--- config.mk ---
export PLATFORM = sky130hd
export DESIGN_NAME = tpcs_fifo
export DESIGN_NICKNAME = d
export VERILOG_FILES = /design/src/tpcs_fifo.sv
export SDC_FILE = /design/constraint.sdc
export NUM_CORES = 1
export LEC_CHECK = 0
export ABC_AREA = 1
export ABC_CLOCK_PERIOD_IN_PS = 1700
export BUFFER_PORTS_ARGS = -buffer_cell sky130_fd_sc_hd__buf_2
export CORE_MARGIN = 2
export CORE_UTILIZATION = 55
export CTS_CLUSTER_DIAMETER = 50
export DETAILED_ROUTE_END_ITERATION = 8
export GPL_TIMING_DRIVEN = 0
export HOLD_SLACK_MARGIN = 0.15
export PLACE_DENSITY_LB_ADDON = 0.1
export REMOVE_ABC_BUFFERS = 1
export SLEW_MARGIN = 30
export SYNTH_ARGS = -nofsm -noshare
export SYNTH_HDL_FRONTEND = slang
export SYNTH_SLANG_ARGS = --single-unit
--- constraint.sdc ---
create_clock -name i_clk -period 1.7 [get_ports i_clk]
set_input_delay 0.17 -clock i_clk [delete_from_list [all_inputs] [get_ports i_clk]]
set_output_delay 0.17 -clock i_clk [all_outputs]
set_load 0.01 [all_outputs]
--- src/tpcs_fifo.sv ---
module tpcs_fifo #(
    parameter int WIDTH = 8,
    parameter int DEPTH = 4
) (
    input  logic             i_clk,
    input  logic             i_rst_n,
    input  logic             i_push,
    input  logic [WIDTH-1:0] i_data,
    input  logic             i_pop,
    output logic [WIDTH-1:0] o_data,
    output logic             o_empty
);
    localparam int PW = (DEPTH > 1) ? $clog2(DEPTH) : 1;
    localparam int CW = $clog2(DEPTH + 1);

    logic [WIDTH-1:0] r_mem [0:DEPTH-1];
    logic [PW-1:0]    r_wr, r_rd;
    logic [CW-1:0]    r_cnt;

    function automatic logic [PW-1:0] bump(input logic [PW-1:0] p);
        bump = (p == PW'(DEPTH - 1)) ? '0 : p + PW'(1);
    endfunction

    always_ff @(posedge i_clk) begin
        if (!i_rst_n) begin
            r_wr  <= '0;
            r_rd  <= '0;
            r_cnt <= '0;
        end else begin
            if (i_push) r_wr <= bump(r_wr);
            if (i_pop)  r_rd <= bump(r_rd);
            r_cnt <= r_cnt + CW'(i_push) - CW'(i_pop);
        end
    end

    always_ff @(posedge i_clk) begin
        if (i_push) r_mem[r_wr] <= i_data;
    end

    assign o_data  = r_mem[r_rd];
    assign o_empty = (r_cnt == '0);
endmodule

# Yosys cells after proc, flatten, opt, wreduce, memory -nomap -nowiden
# Memory sizes are Yosys's and may differ from the RTL's. A register that Yosys moved wholly into a read port is not among the register bits.
# Cells that the tools add are included.
# op_classes
reduce_logical	1
eq_ne	2
muxes	6
n_addsub	4
# ops
op	count
2-bit 2-to-1 mux	4
2-bit by 1-bit adder with 2-bit output (second input constant)	2
2-bit == test (second input constant)	2
3-bit by 1-bit adder with 3-bit output	1
3-bit logical NOT	1
3-bit by 1-bit subtractor with 3-bit output	1
1-bit 2-to-1 mux	2
# word_totals
mem_bits_rw	32
mem_count	1
ff_bits	7
# mem_list
memory	depth	width	read_ports	rd_ports_with_merged_regs	wr	line	source
r_mem	4	8	1	1	1	16	logic [WIDTH-1:0] r_mem [0:DEPTH-1];

# Depth between registers and ports, before layout
# depth
ltp_word	4
mapped_depth	9
ltp_nobuf	9

# Worst setup path before layout
# OpenSTA, ideal clock, no wires.
# synth_timing
path_type	reg-to-reg
start	reg r_cnt[0]
end	reg r_cnt[2]
arrival_time_ns	1.335
setup_slack_ns	0.250
setup_time_ns	0.115
synth_period_minus_slack_ns	1.450
path_stages_with_launch	9
cell_sequence	dfxtp_1 > inv_1 > ha_1 > inv_1 > ha_1 > inv_1 > fa_1 > a21oi_1 > nor2_1
# synth_between
elab_chain_cells	2
# synth_rtl
item	line	source
from (decl)	18	logic [CW-1:0] r_cnt;
from (signal assigned)	32	r_cnt <= r_cnt + CW'(i_push) - CW'(i_pop);
3-bit by 1-bit adder with 3-bit output	32	
3-bit by 1-bit subtractor with 3-bit output	32	
# No other way between the ends.
# A chain may end at the register's enable or synchronous reset.

# Worst setup path after layout
# layout_timing
start	in i_pop
end	reg r_cnt[1]
# layout_between
elab_chain_cells	1
# layout_rtl
item	line	source
from (decl)	9	input logic i_pop,
3-bit by 1-bit subtractor with 3-bit output	32	
# No other way between the ends.

==> out/qor.yml <==
critical_path:
  endpoint_kind: "flip-flop"
  cp.required_ps: 1960
  cp_top_family: "adder cells"
  worst-path-buf-inv: 4
  crit_slowest_cell: "dlygate4sd3_1"
  slowest_delay_ps: 520
  crit_path_max_fanout: 4
  worst-setup-path-type: "primary input to flip-flop"
  cp.arrival_ps: 1900
  cp-start-kind: "primary input"
  cp_cell_sequence: "dlygate4sd3_1 > buf_2 > ha_1 > inv_1 > ha_1 > inv_1 > fa_2 > nor2_1"
synth:
  synth_cell_types: 16
  ys_seq_area_share_pct: 65.66
  synth_cells: 151
  syn_avg_cell_area_sq_um: 11.51
  syn_area_sq_um: 1738
  ys_seq_elements: 41
  synth_warnings: 0
finish:
  drive_above_1_share_pct: 18.92
  fillers: 233
  ff_latch_area_sq_um: 1146
  multi_input_area_sq_um: 434.2
  diodes: 0
  final_core_util_pct: 67.40
  syn2layout_area_growth_pct: 17.42
  layout.nets: 204
die:
  dieArea_sq_um: 3625
  placementRows: 20
  fp.dieW_um: 60.21
  die_h_um: 60.21
  ioPinCount: 21
  initial_core_util_pct: 57.40
  fp.coreArea_sq_um: 3028
clocking:
  clk_pin_slew_worst_paths_ps: 120
  cts_root_buf: "clkbuf_4"
  htree_levels: 2
  insertion_delay_ps: 350
  numCtsBuffers: 5
  ctsLongestPathBuffers: 2
  cts_tree: "done"
  cts.sinks: 41
power:
  p_per_area_nw_per_um2: 1000
  p_leak_nw: 0.8794
  peakVddDrop_mv: 0.6855
drt:
  highest_layer: "met4"
  wl_met2_um: 1321
  drt-initial-drc-count: 32
  routedWlPerCell_um: 11.10
  detail_route.vias_per_cell: 4.686
  routed_wl_um: 2542
  drt_first_pass_iters: 4
  dr_wl_met3_um: 115
  drc: 0
  vias: 1073
  ant_nets: 0
  wl_met1_um: 1054
timing:
  post-route-period-util_pct: 96.06
  setup_viol: 0
  rsz0062_at_grt: "false"
  timing.final.max_slew_violations: 0
  fin_tns_setup_ps: 0
  fmax_ghz: 0.6124
  finalHoldViolCount: 0
  timing.hold.ws_ps: 514.4
  worstMarginPinSlew_ps: 362.7
  skew_ps: 6.804
  relSlewSlack_pct: 75.80
  setup_ws_ps: 67.06
  finalCriticalPeriod_ps: 1633
global_routing:
  overflow: 0
  grt_pass1_vias: 962
  grt_usage_pct: 16.33
  grt_max_degree: 33
  grt_first_pass_wirelength_um: 4002
  antenna_found_initial: 0
hold_path:
  min_path_type: "flip-flop to flip-flop"
job:
  maxCapViolCount: 0
placement:
  gp_congestion: 0.6498
  port_buffers: 20
  dpl_worst_slack_ps: 43.53
  dp_hpwl_um: 1761
outcome:
  outcome: "completed"
## stage by stage
step / std cells / total power, mW / instance area [sq um]
after detailed placement: 210 / 1.478 / 1841
after floorplan: 146 / 1.371 / 1685
after global routing: 229 / 2.146 / 2041
after CTS: 229 / 2.061 / 2034
final: 229 / 2.041 / 2041
after global placement: 210 / 1.456 / 1841
## report_power, final
part	internal, mW	switching, mW
Combinational	0.125	0.153
Clock	0.252	0.313
Sequential	1.15	0.0524
Total	1.52	0.518
## cell usage after synthesis, drive strengths merged
library cell	n	share of area [%]
a21oi	11	3.4
buf	5	3.0
dfxtp	9	10
edfxtp	32	55
fa	1	1.2
ha	7	5.0
inv	31	6.7
nand2	26	5.6
nand3	1	0.29
nor2	9	1.9
o211ai	8	4.0
o21ai	11	3.2
## placed cells by master (no fill, tap or decap), types with 2 or more instances in the layout
cell	n
nand2_1	26
nor2_1	9
o21ai_1	5
o211ai_1	6
dfxtp_1	7
a21oi_2	2
inv_1	31
buf_2	20
clkbuf_4	5
ha_1	7
dlygate4sd3_1	11
a21oi_1	9
edfxtp_1	32
o211ai_2	2
o21ai_0	6
## layer usage
layer / global-route usage (%) / vias to the layer above
met1: 17.10 / 485
met5: 0 / -
met2: 28.42 / 23
met4: 7.619 / 0
li1: - / 559
met3: 6.494 / 6
## sequential cells by signal, indices dropped and copies added (netlist names), named ones only
name / flops
r_mem: 32
r_rd: 2
r_cnt: 3
r_wr: 2
## kinds of logic after synthesis
family / Yosys count / share of synthesized area (%)
buf+inv: 36 / 9.719
compound gates: 30 / 10.58
simple gates: 36 / 7.847
flops: 41 / 65.66
fa+ha+maj: 8 / 6.191
## worst min-delay path, cell delays in order, from the launching register on
cell and delay (ps):
dfxtp_1 350, nand2_1 60, a21oi_1 70
## repair_timing
item / CTS / global route
endpoints found under the setup margin: 8 / 1
hold buffers: 11 / 0
hold endpoints to repair: 41 / 0
resized for setup: 3 / 2
buffers inserted: 0 / 0
## cell type report
cell class                 instances  share of cell area, %
multi-input combinational         74                  21.28
inverter                          31                  5.702
clock inverter                     2                 0.7971
timing repair buffer              31                  10.30
sequential                        41                  56.16
tap                               44                  2.698
clock buffer                       6                  3.066
## path summary, 6_finish.rpt
check | slack (ps) | start | cells past startpoint | endpoint
setup / recovery | 70 | i_pop | 8 | r_cnt[1]
hold / removal | 510 | r_rd[0] | 2 | flip-flop
setup reg to reg | 180 | r_cnt[0] | 7 | r_cnt[1]
hold reg to reg | 510 | r_rd[0] | 2 | flip-flop
(Power assumes the default switching activity.)
