## src/tpcs_pkg.sv

```systemverilog
package tpcs_pkg;

    localparam int COORD_BITS = 12;
    localparam int DIFF_W     = COORD_BITS + 1;
    localparam int PROD_W     = 2 * COORD_BITS + 2;
    localparam int WGT_W      = 2 * COORD_BITS + 3;
    localparam int WU_W       = 2 * COORD_BITS + 1;
    localparam int NUM_W      = WU_W + 8;
    localparam int QUOT_BITS  = 8;

    // Vertex colors are 0x40 everywhere except the vertex's own channel at 0xFF.
    // Since the three weights add up to the area, each channel is
    // 0x40 + floor(0xBF * w / area).
    localparam logic [7:0] COLOR_BASE = 8'h40;
    localparam logic [7:0] COLOR_GAIN = 8'hFF - 8'h40;

    localparam int QDEPTH = 4;
    localparam int ODEPTH = 16;

    typedef logic [2:0] t_cfg_idx;
    localparam t_cfg_idx REG_V0_X = 3'd0;
    localparam t_cfg_idx REG_V0_Y = 3'd1;
    localparam t_cfg_idx REG_V1_X = 3'd2;
    localparam t_cfg_idx REG_V1_Y = 3'd3;
    localparam t_cfg_idx REG_V2_X = 3'd4;
    localparam t_cfg_idx REG_V2_Y = 3'd5;

    typedef struct packed {
        logic [COORD_BITS-1:0] pixel_x;
        logic [COORD_BITS-1:0] pixel_y;
    } t_pixel;

    typedef struct packed {
        logic       covered;
        logic [7:0] red;
        logic [7:0] green;
        logic [7:0] blue;
    } t_result;

    typedef struct packed {
        logic                       covered;
        logic [2:0][WU_W-1:0]       w;
    } t_work;

endpackage

```

## src/tpcs_back.sv

```systemverilog
module tpcs_back (
    input  logic                      i_clk,
    input  logic                      i_rst_n,
    input  logic                      i_valid,
    input  tpcs_pkg::t_work           i_work,
    input  logic [tpcs_pkg::WU_W-1:0] i_area_abs,
    output logic                      o_valid,
    output tpcs_pkg::t_result         o_result
);
    import tpcs_pkg::*;

    typedef struct packed {
        logic                              covered;
        logic [2:0][NUM_W-1:0]             rem;
        logic [2:0][QUOT_BITS-1:0]         quo;
    } t_div_stage;

    logic       r_vld [0:QUOT_BITS];
    t_div_stage r_stg [0:QUOT_BITS];
    t_div_stage n_stg [1:QUOT_BITS];

    // One quotient bit per stage, most significant first.
    always_comb begin
        logic [NUM_W-1:0] dsh;
        for (int s = 1; s <= QUOT_BITS; s++) begin
            n_stg[s] = r_stg[s-1];
            dsh = NUM_W'(i_area_abs) << (QUOT_BITS - s);
            for (int k = 0; k < 3; k++) begin
                if (r_stg[s-1].rem[k] >= dsh) begin
                    n_stg[s].rem[k] = r_stg[s-1].rem[k] - dsh;
                    n_stg[s].quo[k][QUOT_BITS-s] = 1'b1;
                end
            end
        end
    end

    always_ff @(posedge i_clk) begin
        if (!i_rst_n) begin
            for (int s = 0; s <= QUOT_BITS; s++) r_vld[s] <= 1'b0;
        end else begin
            r_vld[0] <= i_valid;
            for (int s = 1; s <= QUOT_BITS; s++) r_vld[s] <= r_vld[s-1];
        end
    end

    always_ff @(posedge i_clk) begin
        r_stg[0].covered <= i_work.covered;
        for (int k = 0; k < 3; k++) begin
            r_stg[0].rem[k] <= NUM_W'(i_work.w[k]) * NUM_W'(COLOR_GAIN);
            r_stg[0].quo[k] <= '0;
        end
        for (int s = 1; s <= QUOT_BITS; s++) r_stg[s] <= n_stg[s];
    end

    always_comb begin
        o_result.covered = r_stg[QUOT_BITS].covered;
        o_result.red     = '0;
        o_result.green   = '0;
        o_result.blue    = '0;
        if (r_stg[QUOT_BITS].covered) begin
            o_result.red   = COLOR_BASE + r_stg[QUOT_BITS].quo[0];
            o_result.green = COLOR_BASE + r_stg[QUOT_BITS].quo[1];
            o_result.blue  = COLOR_BASE + r_stg[QUOT_BITS].quo[2];
        end
    end

    assign o_valid = r_vld[QUOT_BITS];
endmodule

```

## config.mk

```make
export PLATFORM = sky130hd
export DESIGN_NAME = tpcs_back
export DESIGN_NICKNAME = d
export VERILOG_FILES = /design/src/tpcs_pkg.sv /design/src/tpcs_back.sv
export SDC_FILE = /design/constraint.sdc
export NUM_CORES = 2
export LEC_CHECK = 0
export BUFFER_PORTS_ARGS = -buffer_cell sky130_fd_sc_hd__buf_2
export CAP_MARGIN = 10
export CORE_MARGIN = 8
export CORE_UTILIZATION = 25
export CTS_CLUSTER_DIAMETER = 50
export DETAILED_ROUTE_END_ITERATION = 10
export PLACE_DENSITY = 0.46
export SKIP_CTS_REPAIR_TIMING = 1
export SLEW_MARGIN = 5
export SYNTH_ARGS = -nofsm -noshare
export SYNTH_HDL_FRONTEND = slang
export SYNTH_SLANG_ARGS = --single-unit
```

## constraint.sdc

```tcl
create_clock -name i_clk -period 10.9 [get_ports i_clk]
set_input_delay 2.725 -clock i_clk [delete_from_list [all_inputs] [get_ports i_clk]]
set_output_delay 2.725 -clock i_clk [all_outputs]
set_load 0.01 [all_outputs]
```

# Word level (Yosys, flattened, before mapping)
# Memories as Yosys holds them, arrays and structs flattened.
# Index checks and enable logic that the tools add are counted.
classes:
  n_bitwise: 9
  n_addsub: 27
  muxes: 60
  multipliers: 3
  n_lt_le_gt_ge: 24
ops:
  columns: ["op", "n"]
  rows:
  - ["$mux 33", 24]
  - ["$ge 33x25->1", 3]
  - ["$ge 33x26->1", 3]
  - ["$ge 33x27->1", 3]
  - ["$ge 33x28->1", 3]
  - ["$ge 33x29->1", 3]
  - ["$ge 33x30->1", 3]
  - ["$ge 33x31->1", 3]
  - ["$ge 33x32->1", 3]
  - ["$mul 25x8->33 const B", 3]
  - ["$sub 33x25->33", 3]
  - ["$sub 33x26->33", 3]
  - ["$sub 33x27->33", 3]
  - ["$sub 33x28->33", 3]
  - ["$sub 33x29->33", 3]
  - ["$sub 33x30->33", 3]
  - ["$sub 33x31->33", 3]
  - ["$sub 33x32->33", 3]
  - ["$mux 1", 35]
  - ["$add 7x8->8 const A", 3]
  - ["$mux 24", 1]
  - ["$or 1x1->1", 9]
totals:
  memories: 2
  mem_bits_rw: 1125
  out_inout_bits: 26
  wordCells: 125
  in_bits: 104
  reg_bits: 0
mem_list:
  columns: ["memory", "depth", "word_bits", "rd", "rd_clocked_by_memory_dff", "wr", "line", "text"]
  rows:
  - ["r_stg", 9, 124, 9, 0, 9, "tpcs_back.sv:19", "t_div_stage r_stg [0:QUOT_BITS];"]
  - ["r_vld", 9, 1, 9, 0, 9, "tpcs_back.sv:18", "logic r_vld [0:QUOT_BITS];"]

# Depth between registers and ports, before layout
depth:
  depth_word: 2
  mapped_depth: 20
  depth_no_buf: 19

# Worst setup path after synthesis
# No wires, ideal clock.
synth_path:
  path_type: "input to register"
  start: "input i_work[6] (netlist name)"
  end: "memory r_stg[0][56] (netlist name)"
  stages: 18
  path_buffers: 0
  t_required_ps: 10773
  path_slack_ps: 3535
  t_arrival_ps: 7238
  setup_ps: 127
  path_cell_list: "inv_1 fa_1 inv_1 fa_1 fa_1 inv_1 fa_1 inv_1 ha_1 a21o_1 a21oi_1 o21ai_1 a41o_1 a32o_1 and4_1 a2111oi_2 o21ai_0 xor2_1"
synth_rtl:
  columns: ["element", "line", "text"]
  rows:
  - ["from (decl)", "tpcs_back.sv:5", "input tpcs_pkg::t_work i_work,"]
  - ["to (decl)", "tpcs_back.sv:19", null]

==> results_dict.tcl <==
set metrics [dict create \
    run_status "finished, final reports clean" \
    leakage_nw 35.2 \
    clock-sinks 918 \
    synthFlopType "dfxtp_1" \
    initial_core_util 0.251 \
    h-tree-depth 4 \
    fillCellCount 28869 \
    rsz0062_at_grt "no" \
    cts_tree "built" \
    reg2reg_setup_slack_ns 6.58 \
    setup_tns_ns 0 \
    via_per_inst 4.68 \
    yosysMostFrequentCell "dfxtp_1" \
    p_total_mw 27.6 \
    synth_cells 7716 \
    coreArea_mm2 0.273 \
    dr.pass1.iters 5 \
    numCtsBuffers 139 \
    min_period_over_period 0.662 \
    yosys_warnings 0 \
    routed_wl_um 193000 \
    dp_hpwl_um 149000 \
    ant_nets 0 \
    antenna_found_initial 15 \
    netlist_area_mm2 0.0684 \
    finalHoldViolations 0 \
    syn-num-nets 9002 \
    dp.cells 11307 \
    clkLatencyLatePin_ns 0.77 \
    grt_pass1_vias 54278 \
    synth_edf_count 0 \
    drive_gt1_frac 0.0808 \
    crit_path_end_kind "register" \
    final_cells 11566 \
    synth.distinct_cells 86 \
    ys_seq_elements 918 \
    async_flop_share 0 \
    synth.avg_cell_area_um2 8.86 \
    vias 54164 \
    crit_type "in -> reg" \
    relSlewSlack 0.251 \
    grt_usage 0.128 \
    finalCriticalPeriod_ns 7.21 \
    synth_top_area_share 0.269 \
    max_freq_mhz 139 \
    place_area_mm2 0.0733 \
    grt_max_degree 50 \
    crit_required_ns 11.55 \
    slew_viol_final 0 \
    clock_path_buffers 3 \
    crit_arrival_ns 7.86 \
    routedWlPerCell_um 16.7 \
    finalSetupViolations 0 \
    critPathMaxFanout 5 \
    die_area_mm2 0.290 \
    maxCapViolCount 0 \
    hold_class "reg -> reg" \
    clk_pin_slew_ns 0.06 \
    synth-seq-area-share 0.269 \
    numPortBuffers 129 \
    nets 9145 \
    grt_pass1_wl_um 303000 \
    tightest_slew_ns 1.12 \
    ys_top_cells_by_count "918 x dfxtp_1, 819 x ha_1, 718 x inv_1" \
    vdd_drop_max_v 0.000146 \
    gp_congestion 0.844 \
    rows 192 \
    final_area_mm2 0.0781 \
    cellPowerDensity_mw_per_mm2 353 \
    io-pin-count 130 \
    yosys.area.top_type "dfxtp_1" \
    grt-ovfl-total 0 \
    syn2layout_area_growth_pct 14.3 \
    remaining_drc_errors 0 \
    fin_skew_ns 0.0244 \
    cp-start-kind "input pin" \
    root_buffer "clkbuf_16" \
    ys_top_cells_by_area "dfxtp_1 27%, ha_1 15%, fa_1 11%" \
    die-width_um 539 \
    drtIter0Drc 3225 \
    die_h_um 539 \
]
-- per-stage QoR --
| step | hold WS (ns) | util | setup WS, ns |
|---|---|---|---|
| finish | 0.311 | 0.286 | 3.69 |
| global route | 0.308 | 0.286 | 3.22 |
| CTS | 0.304 | 0.286 | 3.73 |
| detailed placement | 0.312 | 0.268 | 2.87 |
| global placement | 0.312 | 0.268 | 2.92 |
| floorplan | 0.310 | - | 3.54 |
-- worst max-delay path, stage by stage --
cell       delay, ns
buf_2           0.12
inv_1           0.24
fa_1            0.50
fa_1            0.55
inv_1           0.05
fa_1            0.48
inv_1           0.05
fa_1            0.47
inv_1           0.04
ha_1            0.22
nor3_1          0.18
o21ai_0         0.14
a2111oi_0       0.72
nor2_1          0.19
a221oi_1        0.47
a211oi_1        0.17
o22ai_1         0.24
o21ai_0         0.14
xor2_1          0.15
-- cell families after synthesis --
group | share of synthesized area
flip-flops | 0.269
AND/OR/NAND/NOR | 0.136
multiplexers | 0.0224
XOR/XNOR | 0.0738
AO/OA/AOI/OAI | 0.193
adder cells (fa/ha/maj) | 0.256
buffers and inverters | 0.0498
-- routing by layer --
layer	GRT usage	wire length [µm]	share of wire	vias to the layer above
li1	-	-	-	27434
met1	0.182	97700	0.51	25371
met2	0.201	82100	0.42	1096
met3	0.0168	7640	0.040	259
met4	0.0423	5790	0.030	4
met5	0	26	0.00013	-
-- registers in the layout (all words and copies together) (netlist names) --
register / count
r_vld: 9
r_stg: 909
-- area by class of cell --
cell class | instances | area (µm²) | share of cell area
Inverter | 721 | 2710 | 0.0346
Tap cell | 3589 | 4490 | 0.0575
Timing Repair Buffer | 178 | 1010 | 0.0130
Sequential cell | 918 | 18400 | 0.235
Multi-Input combinational cell | 5901 | 46700 | 0.598
Clock inverter | 80 | 953 | 0.0122
Clock buffer | 173 | 3890 | 0.0497
Antenna cell | 6 | 15.0 | 0.000192
-- cell usage in the layout (no fill, tap or decap), types with 21 or more instances in the layout --
master / instances
dfxtp_1: 917
ha_1: 819
inv_1: 694
a21oi_1: 689
nor2_1: 551
o21ai_0: 461
nand2_1: 457
fa_1: 363
xnor2_1: 340
a21o_1: 332
xor2_1: 236
clkbuf_16: 147
mux2_2: 130
nand3_1: 129
buf_2: 129
nor3_1: 120
nand2b_1: 118
nor2b_1: 117
nand4_1: 98
o21a_1: 96
a31oi_1: 67
o21bai_1: 60
nor4_1: 57
a211oi_1: 54
and2_1: 50
buf_4: 49
and3_1: 41
or3_1: 41
o211ai_1: 41
o31ai_1: 40
a21boi_0: 30
inv_2: 27
o31a_1: 22
inv_6: 22
nand4b_1: 21
-- path summary, 6_finish.rpt --
kind,endpoint,start,cells past startpoint
max,r_stg[0][87],i_work[31],19
min,r_stg[0][503],r_stg[0][379],0
max reg2reg,r_stg[0][235],r_stg[0][97],13
min reg2reg,r_stg[0][503],r_stg[0][379],0
-- where the power goes --
| group | switching, mW | internal (mW) |
|---|---|---|
| registers | 1.18 | 5.24 |
| clock network | 1.73 | 2.88 |
| logic | 9.22 | 7.33 |
| total | 12.1 | 15.4 |
No activity file was read; power rests on OpenSTA's default activity.
