## config.mk

```make
export PLATFORM = sky130hd
export DESIGN_NAME = tpcs_front
export DESIGN_NICKNAME = d
export VERILOG_FILES = /design/src/tpcs_pkg.sv /design/src/tpcs_front.sv
export SDC_FILE = /design/constraint.sdc
export NUM_CORES = 2
export LEC_CHECK = 0
export BUFFER_PORTS_ARGS = -buffer_cell sky130_fd_sc_hd__buf_4
export CAP_MARGIN = 20
export CORE_ASPECT_RATIO = 1.25
export CORE_MARGIN = 1.5
export CORE_UTILIZATION = 65
export DETAILED_ROUTE_END_ITERATION = 12
export PLACE_DENSITY = 0.93
export RECOVER_POWER = 100
export SYNTH_ARGS = -nofsm -noshare
export SYNTH_HDL_FRONTEND = slang
export SYNTH_SLANG_ARGS = --single-unit
```

## constraint.sdc

```tcl
create_clock -name i_clk -period 30.2 [get_ports i_clk]
set_input_delay 9.06 -clock i_clk [delete_from_list [all_inputs] [get_ports i_clk]]
set_output_delay 9.06 -clock i_clk [all_outputs]
set_load 0.005 [all_outputs]
```

## src/tpcs_pkg.sv

```systemverilog
package tpcs_pkg;

    localparam int COORD_BITS = 12;
    localparam int DIFF_W     = COORD_BITS + 1;
    localparam int PROD_W     = 2 * COORD_BITS + 2;
    localparam int WGT_W      = 2 * COORD_BITS + 3;
    localparam int WU_W       = 2 * COORD_BITS + 1;
    localparam int NUM_W      = WU_W + 8;
    localparam int QUOT_BITS  = 8;

    // Vertex colors are 0x40 everywhere except the vertex's own channel at 0xFF.
    // Since the three weights add up to the area, each channel is
    // 0x40 + floor(0xBF * w / area).
    localparam logic [7:0] COLOR_BASE = 8'h40;
    localparam logic [7:0] COLOR_GAIN = 8'hFF - 8'h40;

    localparam int QDEPTH = 4;
    localparam int ODEPTH = 16;

    typedef logic [2:0] t_cfg_idx;
    localparam t_cfg_idx REG_V0_X = 3'd0;
    localparam t_cfg_idx REG_V0_Y = 3'd1;
    localparam t_cfg_idx REG_V1_X = 3'd2;
    localparam t_cfg_idx REG_V1_Y = 3'd3;
    localparam t_cfg_idx REG_V2_X = 3'd4;
    localparam t_cfg_idx REG_V2_Y = 3'd5;

    typedef struct packed {
        logic [COORD_BITS-1:0] pixel_x;
        logic [COORD_BITS-1:0] pixel_y;
    } t_pixel;

    typedef struct packed {
        logic       covered;
        logic [7:0] red;
        logic [7:0] green;
        logic [7:0] blue;
    } t_result;

    typedef struct packed {
        logic                       covered;
        logic [2:0][WU_W-1:0]       w;
    } t_work;

endpackage

```

## src/tpcs_front.sv

```systemverilog
module tpcs_front (
    input  logic                      i_clk,
    input  logic                      i_rst_n,
    input  logic                      i_cfg_we,
    input  tpcs_pkg::t_cfg_idx        i_cfg_idx,
    input  logic [tpcs_pkg::COORD_BITS-1:0] i_cfg_data,
    input  logic                      i_valid,
    input  tpcs_pkg::t_pixel          i_pixel,
    output logic                      o_valid,
    output tpcs_pkg::t_work           o_work,
    output logic [tpcs_pkg::WU_W-1:0] o_area_abs
);
    import tpcs_pkg::*;

    logic [COORD_BITS-1:0] r_vx [0:2];
    logic [COORD_BITS-1:0] r_vy [0:2];

    logic signed [PROD_W-1:0] r_ap, r_aq;
    logic signed [WGT_W-1:0]  r_area;
    logic                     r_area_neg, r_area_zero;
    logic [WU_W-1:0]          r_area_abs;

    logic                     r_va, r_vb;
    logic signed [PROD_W-1:0] r_pa [0:2];
    logic signed [PROD_W-1:0] r_pb [0:2];
    t_work                    r_work;

    logic signed [PROD_W-1:0] n_pa [0:2];
    logic signed [PROD_W-1:0] n_pb [0:2];
    t_work                    n_work;

    function automatic logic signed [DIFF_W-1:0] sdiff(
        input logic [COORD_BITS-1:0] a,
        input logic [COORD_BITS-1:0] b);
        sdiff = signed'({1'b0, a}) - signed'({1'b0, b});
    endfunction

    always_ff @(posedge i_clk) begin
        if (!i_rst_n) begin
            for (int k = 0; k < 3; k++) begin
                r_vx[k] <= '0;
                r_vy[k] <= '0;
            end
        end else if (i_cfg_we) begin
            case (i_cfg_idx)
                REG_V0_X: r_vx[0] <= i_cfg_data;
                REG_V0_Y: r_vy[0] <= i_cfg_data;
                REG_V1_X: r_vx[1] <= i_cfg_data;
                REG_V1_Y: r_vy[1] <= i_cfg_data;
                REG_V2_X: r_vx[2] <= i_cfg_data;
                REG_V2_Y: r_vy[2] <= i_cfg_data;
                default: ;
            endcase
        end
    end

    // Area tracks the vertex registers, registered through r_ap/r_aq, r_area, then r_area_neg/r_area_zero/r_area_abs.
    always_ff @(posedge i_clk) begin
        r_ap        <= sdiff(r_vx[1], r_vx[0]) * sdiff(r_vy[2], r_vy[0]);
        r_aq        <= sdiff(r_vy[1], r_vy[0]) * sdiff(r_vx[2], r_vx[0]);
        r_area      <= WGT_W'(r_ap) - WGT_W'(r_aq);
        r_area_neg  <= r_area[WGT_W-1];
        r_area_zero <= (r_area == '0);
        r_area_abs  <= r_area[WGT_W-1] ? WU_W'(-r_area) : WU_W'(r_area);
    end

    always_comb begin
        for (int k = 0; k < 3; k++) begin
            n_pa[k] = sdiff(r_vx[(k+2)%3], r_vx[(k+1)%3])
                    * sdiff(i_pixel.pixel_y, r_vy[(k+1)%3]);
            n_pb[k] = sdiff(r_vy[(k+2)%3], r_vy[(k+1)%3])
                    * sdiff(i_pixel.pixel_x, r_vx[(k+1)%3]);
        end
    end

    always_comb begin
        logic signed [WGT_W-1:0] w;
        logic                    hit;
        hit = !r_area_zero;
        for (int k = 0; k < 3; k++) begin
            w = WGT_W'(r_pa[k]) - WGT_W'(r_pb[k]);
            if (r_area_neg) w = -w;
            if (w[WGT_W-1]) hit = 1'b0;
            n_work.w[k] = WU_W'(w);
        end
        n_work.covered = hit;
    end

    always_ff @(posedge i_clk) begin
        if (!i_rst_n) begin
            r_va <= 1'b0;
            r_vb <= 1'b0;
        end else begin
            r_va <= i_valid;
            r_vb <= r_va;
        end
    end

    always_ff @(posedge i_clk) begin
        r_pa   <= n_pa;
        r_pb   <= n_pb;
        r_work <= n_work;
    end

    assign o_valid    = r_vb;
    assign o_work     = r_work;
    assign o_area_abs = r_area_abs;
endmodule

```

* Word-level counts from Yosys, hierarchy flattened *
Memories as Yosys holds them, arrays and structs flattened.
Cells that the tools add are included.

word-level totals
  memories = 2
  bits in registers = 340
  word-level logic and storage cells = 100
  bits in writable memories = 72
  bits of input ports = 43

memory list
  name  words  bits a word  read ports  clocked after Yosys merged registers in  wr ports  RTL line          RTL
  r_vx  3      12           3           0                                        3         tpcs_front.sv:15  logic [COORD_BITS-1:0] r_vx [0:2];
  r_vy  3      12           3           0                                        3         tpcs_front.sv:16  logic [COORD_BITS-1:0] r_vy [0:2];

cells by class
  $add $sub $neg = 22
  bitwise logic cells = 6
  muxes and demuxes = 35
  eq/ne operators = 5
  multiply operators = 8
  reductions and logical operators = 4

operators with widths
  kind                                            count
  multiplier 13 x 13 -> 26 bit                    8
  subtractor 12 x 12 -> 13 bit                    14
  subtractor 26 x 26 -> 27 bit                    4
  two-way mux 27 bit                              3
  negator 27 bit                                  3
  two-way mux 12 bit                              6
  zero test 27 bit                                1
  two-way mux 1 bit                               25
  two-way mux 25 bit                              1
  negator 25 bit                                  1
  == test 3 x 2 -> 1 bit (second input constant)  2
  == test 3 bit (second input constant)           2
  bitwise OR 1 bit                                6
  == test 3 x 1 -> 1 bit (second input constant)  1
  zero test 3 bit                                 1
  OR reduction 3 bit                              1
  zero test 1 bit                                 1

* Depth between registers and ports, before layout *
  depth in word-level cells = 6
  depth in mapped cells = 35
  gate-level depth less buffers = 34

* Least setup slack after synthesis *
No wires, ideal clock.

  kind = in2reg
  start point = input i_pixel[12] (netlist bit)
  end point = register r_pb[24] (netlist bit)
  arrival time = 16602 ps
  stages on the path = 31
  setup time = 72 ps
  path slack = 13526 ps
  buffers on the path = 0
  cell sequence = inv_1 > ha_1 > fa_1 > nor2b_1 > o21ai_0 > a21boi_0 > o21ai_0 > a21boi_0 > o21ai_0 > a21boi_0 > o21ai_0 > nand2_1 > xnor2_1 > or2_2 > fa_1 > fa_1 > inv_1 > fa_1 > fa_1 > fa_1 > inv_1 > fa_1 > inv_1 > ha_1 > and3_1 > a211oi_1 > o31ai_1 > or4_1 > a41o_1 > a21oi_1 > xnor2_1

RTL lines
  element                 RTL line           RTL
  start: declaration      tpcs_front.sv:8    input tpcs_pkg::t_pixel i_pixel,
  end signal: assignment  tpcs_front.sv:101  r_pb <= n_pb;
  end: declaration        tpcs_front.sv:25   logic signed [PROD_W-1:0] r_pb [0:2];

==> results.sh <==
export IMPL_run_status="finished, violations left"
export IMPL_failing_checks="max-capacitance violations, max-slew violations"
export IMPL_final_period_minus_worst_setup_slack_ps=17790
export IMPL_cts_tree="yes"
export IMPL_synth_seq_area_share_pct=12.2
export IMPL_critPathMaxStageDelay_ps=520
export IMPL_synth_async_reset_ratio_pct=0
export IMPL_worstPathMaxFanout=10
export IMPL_die_outline_area_mm2=0.115
export IMPL_number_of_antenna_violations_at_the_first_check_in_global_routing=12
export IMPL_row_count=137
export IMPL_cts_repair_resize_count=0
export IMPL_placement_io_buffers=144
export IMPL_dr_first_iter_drc_count=5214
export IMPL_syn_to_final_growth_pct=5.93
export IMPL_holdPathStages=0
export IMPL_max_slew_worst_pin_slew_ps=3030
export IMPL_coreArea_mm2=0.112
export IMPL_clock_tree_root_cell="clkbuf_16"
export IMPL_final_max_slew_violation_count=152
export IMPL_worstRegToRegCells=30
export IMPL_critPathTopFamily="adder cells"
export IMPL_synthesis_yosys_warnings=0
export IMPL_timing_slew_headroom_pct=-102
export IMPL_worstHoldPathType="reg -> reg"
export IMPL_max_clock_freq_ghz=0.0562
export IMPL_clock_latency_ps=670
export IMPL_critPathKind="in -> reg"
export IMPL_cts_buffers=45
export IMPL_chipWidth_um=304
export IMPL_critical_path_arrival_ps=18310
export IMPL_cpMostUsedCell="fa_1"
export IMPL_grt_pass1_vias=63067
export IMPL_groute_usage_overall_pct=38.2
export IMPL_postSynthRegisterBits=412
export IMPL_prevailing_post_synth_register_cell="dfxtp_1"
export IMPL_start_util_pct=65.8
export IMPL_slowest_stage="fa_1"
export IMPL_cp_buffers_inverters=6
export IMPL_drv_max_cap_violation_count=6
export IMPL_grt_first_pass_wirelength_um=338000
export IMPL_use_met2_pct=63.5
export IMPL_synthesized_netlist_net_count=10364
export IMPL_setup_tns_final_ps=0
export IMPL_drt_total_wl_um=215000
export IMPL_route_antenna_remaining_nets=0
export IMPL_htree_num_levels=2
export IMPL_cts_buffer_depth=3
export IMPL_critical_path_required_ps=30720
export IMPL_rsz0062_at_grt="false"
export IMPL_design_final_nets=10436
export IMPL_firstDrtPassIters=6
export IMPL_skew_ps=30.3
export IMPL_use_met3_pct=9.65
export IMPL_post_route_cells_drive_above_1_share_pct=4.62
export IMPL_global_route_peak_usage_layer="met2"
export IMPL_synth_enable_flop_cells=72
export IMPL_synth_cells=8195
export IMPL_vias_per_cell=6.00
export IMPL_timing_final_hold_violations=0
export IMPL_mostFrequentLayoutCell="inv_1"
export IMPL_final_cell_mix="1717 x inv_1, 1320 x fa_1, 806 x ha_1"
export IMPL_grt_max_degree=48
export IMPL_cts_hold_repair_buffers=0
export IMPL_drc=0
export IMPL_kind_of_end_point_of_the_critical_path="flip-flop"
export IMPL_die_height_um=379
export IMPL_route_detailed_wl_per_inst_um=22.0
export IMPL_crit_cells=34
export IMPL_postCtsSetupBuffers=0
export IMPL_fillerInstances=8182
export IMPL_globalRoute_totalOverflow=0
export IMPL_clk_transition_reported_paths_ps=70
export IMPL_startpoint_type="primary input"
export IMPL_gp_congestion=1.01
export IMPL_design_portCount=145
export IMPL_yosys_cell_types_count=83
export IMPL_cts_sinks=412
export IMPL_global_route_usage_met1_pct=40.9
export IMPL_timing_final_crit_share_pct=58.9
export IMPL_hpwlAfterDp_um=177000
export IMPL_vias=58592
export IMPL_report_final_setup_viol=0
export IMPL_syn_avg_cell_area_um2=8.99
export IMPL_synth_area_mm2=0.0737
==> flip-flops by register name (all words and copies together), names as in the netlist, 25 cells and up <==
name        count
r_vy           36
r_area         27
o_area_abs     25
o_work         76
r_vx           36
r_pa           78
r_pb           78
r_aq           26
r_ap           26
==> synth_stat cells, drive strengths merged, types with 5 or more instances <==
master	instances	area [um2]
nand2	763	2860
a211o	11	96.3
ha	806	10100
nor3	224	1120
dfxtp	340	6810
o211ai	11	82.6
o31a	8	71.3
clkbuf	191	717
a2111oi	7	62.6
a21o	109	818
o31ai	32	240
nor3b	5	37.5
o21bai	57	428
o21ai	231	1160
or3	67	419
nand2b	135	847
inv	1717	6440
nand3b	8	60.1
or4	15	120
a21oi	235	1190
edfxtp	72	2160
a41oi	7	61.3
and3	47	299
and2	58	363
xor2	154	1360
a31o	9	78.8
o22ai	6	37.5
o41ai	17	171
a211oi	46	360
nor2	661	2480
buf	17	67.6
xnor2	360	3150
o21a	48	360
a31oi	18	113
nor2b	56	350
or2	68	425
nand4	7	43.8
fa	1320	26400
nand3	120	601
nor4	9	83.8
a21boi	70	526
==> metal layers <==
layer	vias to the layer above	share of wire (%)
li1	25643	-
met1	28817	33
met2	3024	47
met3	1092	9.3
met4	16	11
met5	-	0.060
==> final timing paths <==
path                                      startpoint                    end  slack, ps
worst min-delay path               r_area[0]$_DFF_P_  o_area_abs[0]$_DFF_P_        380
worst max register to register  r_vy[0][2]$_DFFE_PP_       r_ap[25]$_DFF_P_      19940
worst max-delay path                      i_pixel[0]       r_pa[77]$_DFF_P_      12410
worst min register to register     r_area[0]$_DFF_P_  o_area_abs[0]$_DFF_P_        380
==> kinds of logic after synthesis <==
| group | Yosys count | synth area share [%] |
|---|---|---|
| buf+inv | 1928 | 9.83 |
| xor+xnor | 514 | 6.12 |
| flops | 412 | 12.2 |
| mux | 4 | 0.0543 |
| simple gates | 2255 | 13.9 |
| fa+ha+maj | 2126 | 49.5 |
| compound gates | 956 | 8.37 |
==> layout make-up <==
class | count | area [um2] | share of cell area (%)
multi-input combinational | 5855 | 57500 | 73.7
sequential | 412 | 8970 | 11.5
inverter | 1720 | 6460 | 8.27
tap | 1459 | 1830 | 2.34
timing repair buffer | 233 | 1640 | 2.10
clock buffer | 50 | 1170 | 1.51
clock inverter | 34 | 492 | 0.630
antenna | 1 | 2.50 | 0.00321
==> through the flow <==
step	utilization, %	std cells	worst slack [ps]	cell area (um2)	hold slack (ps)
after floorplan	-	8195	13530	73700	351
after global placement	68.4	9671	12570	76500	372
after detailed placement	68.4	9674	12310	76500	376
after CTS	69.9	9758	13010	78200	385
after global routing	69.7	9764	11890	78100	393
final	69.7	9764	12410	78100	382
Power is not shown: default switching activity piles up to over one toggle a cycle in this logic, so the estimate is an artifact.
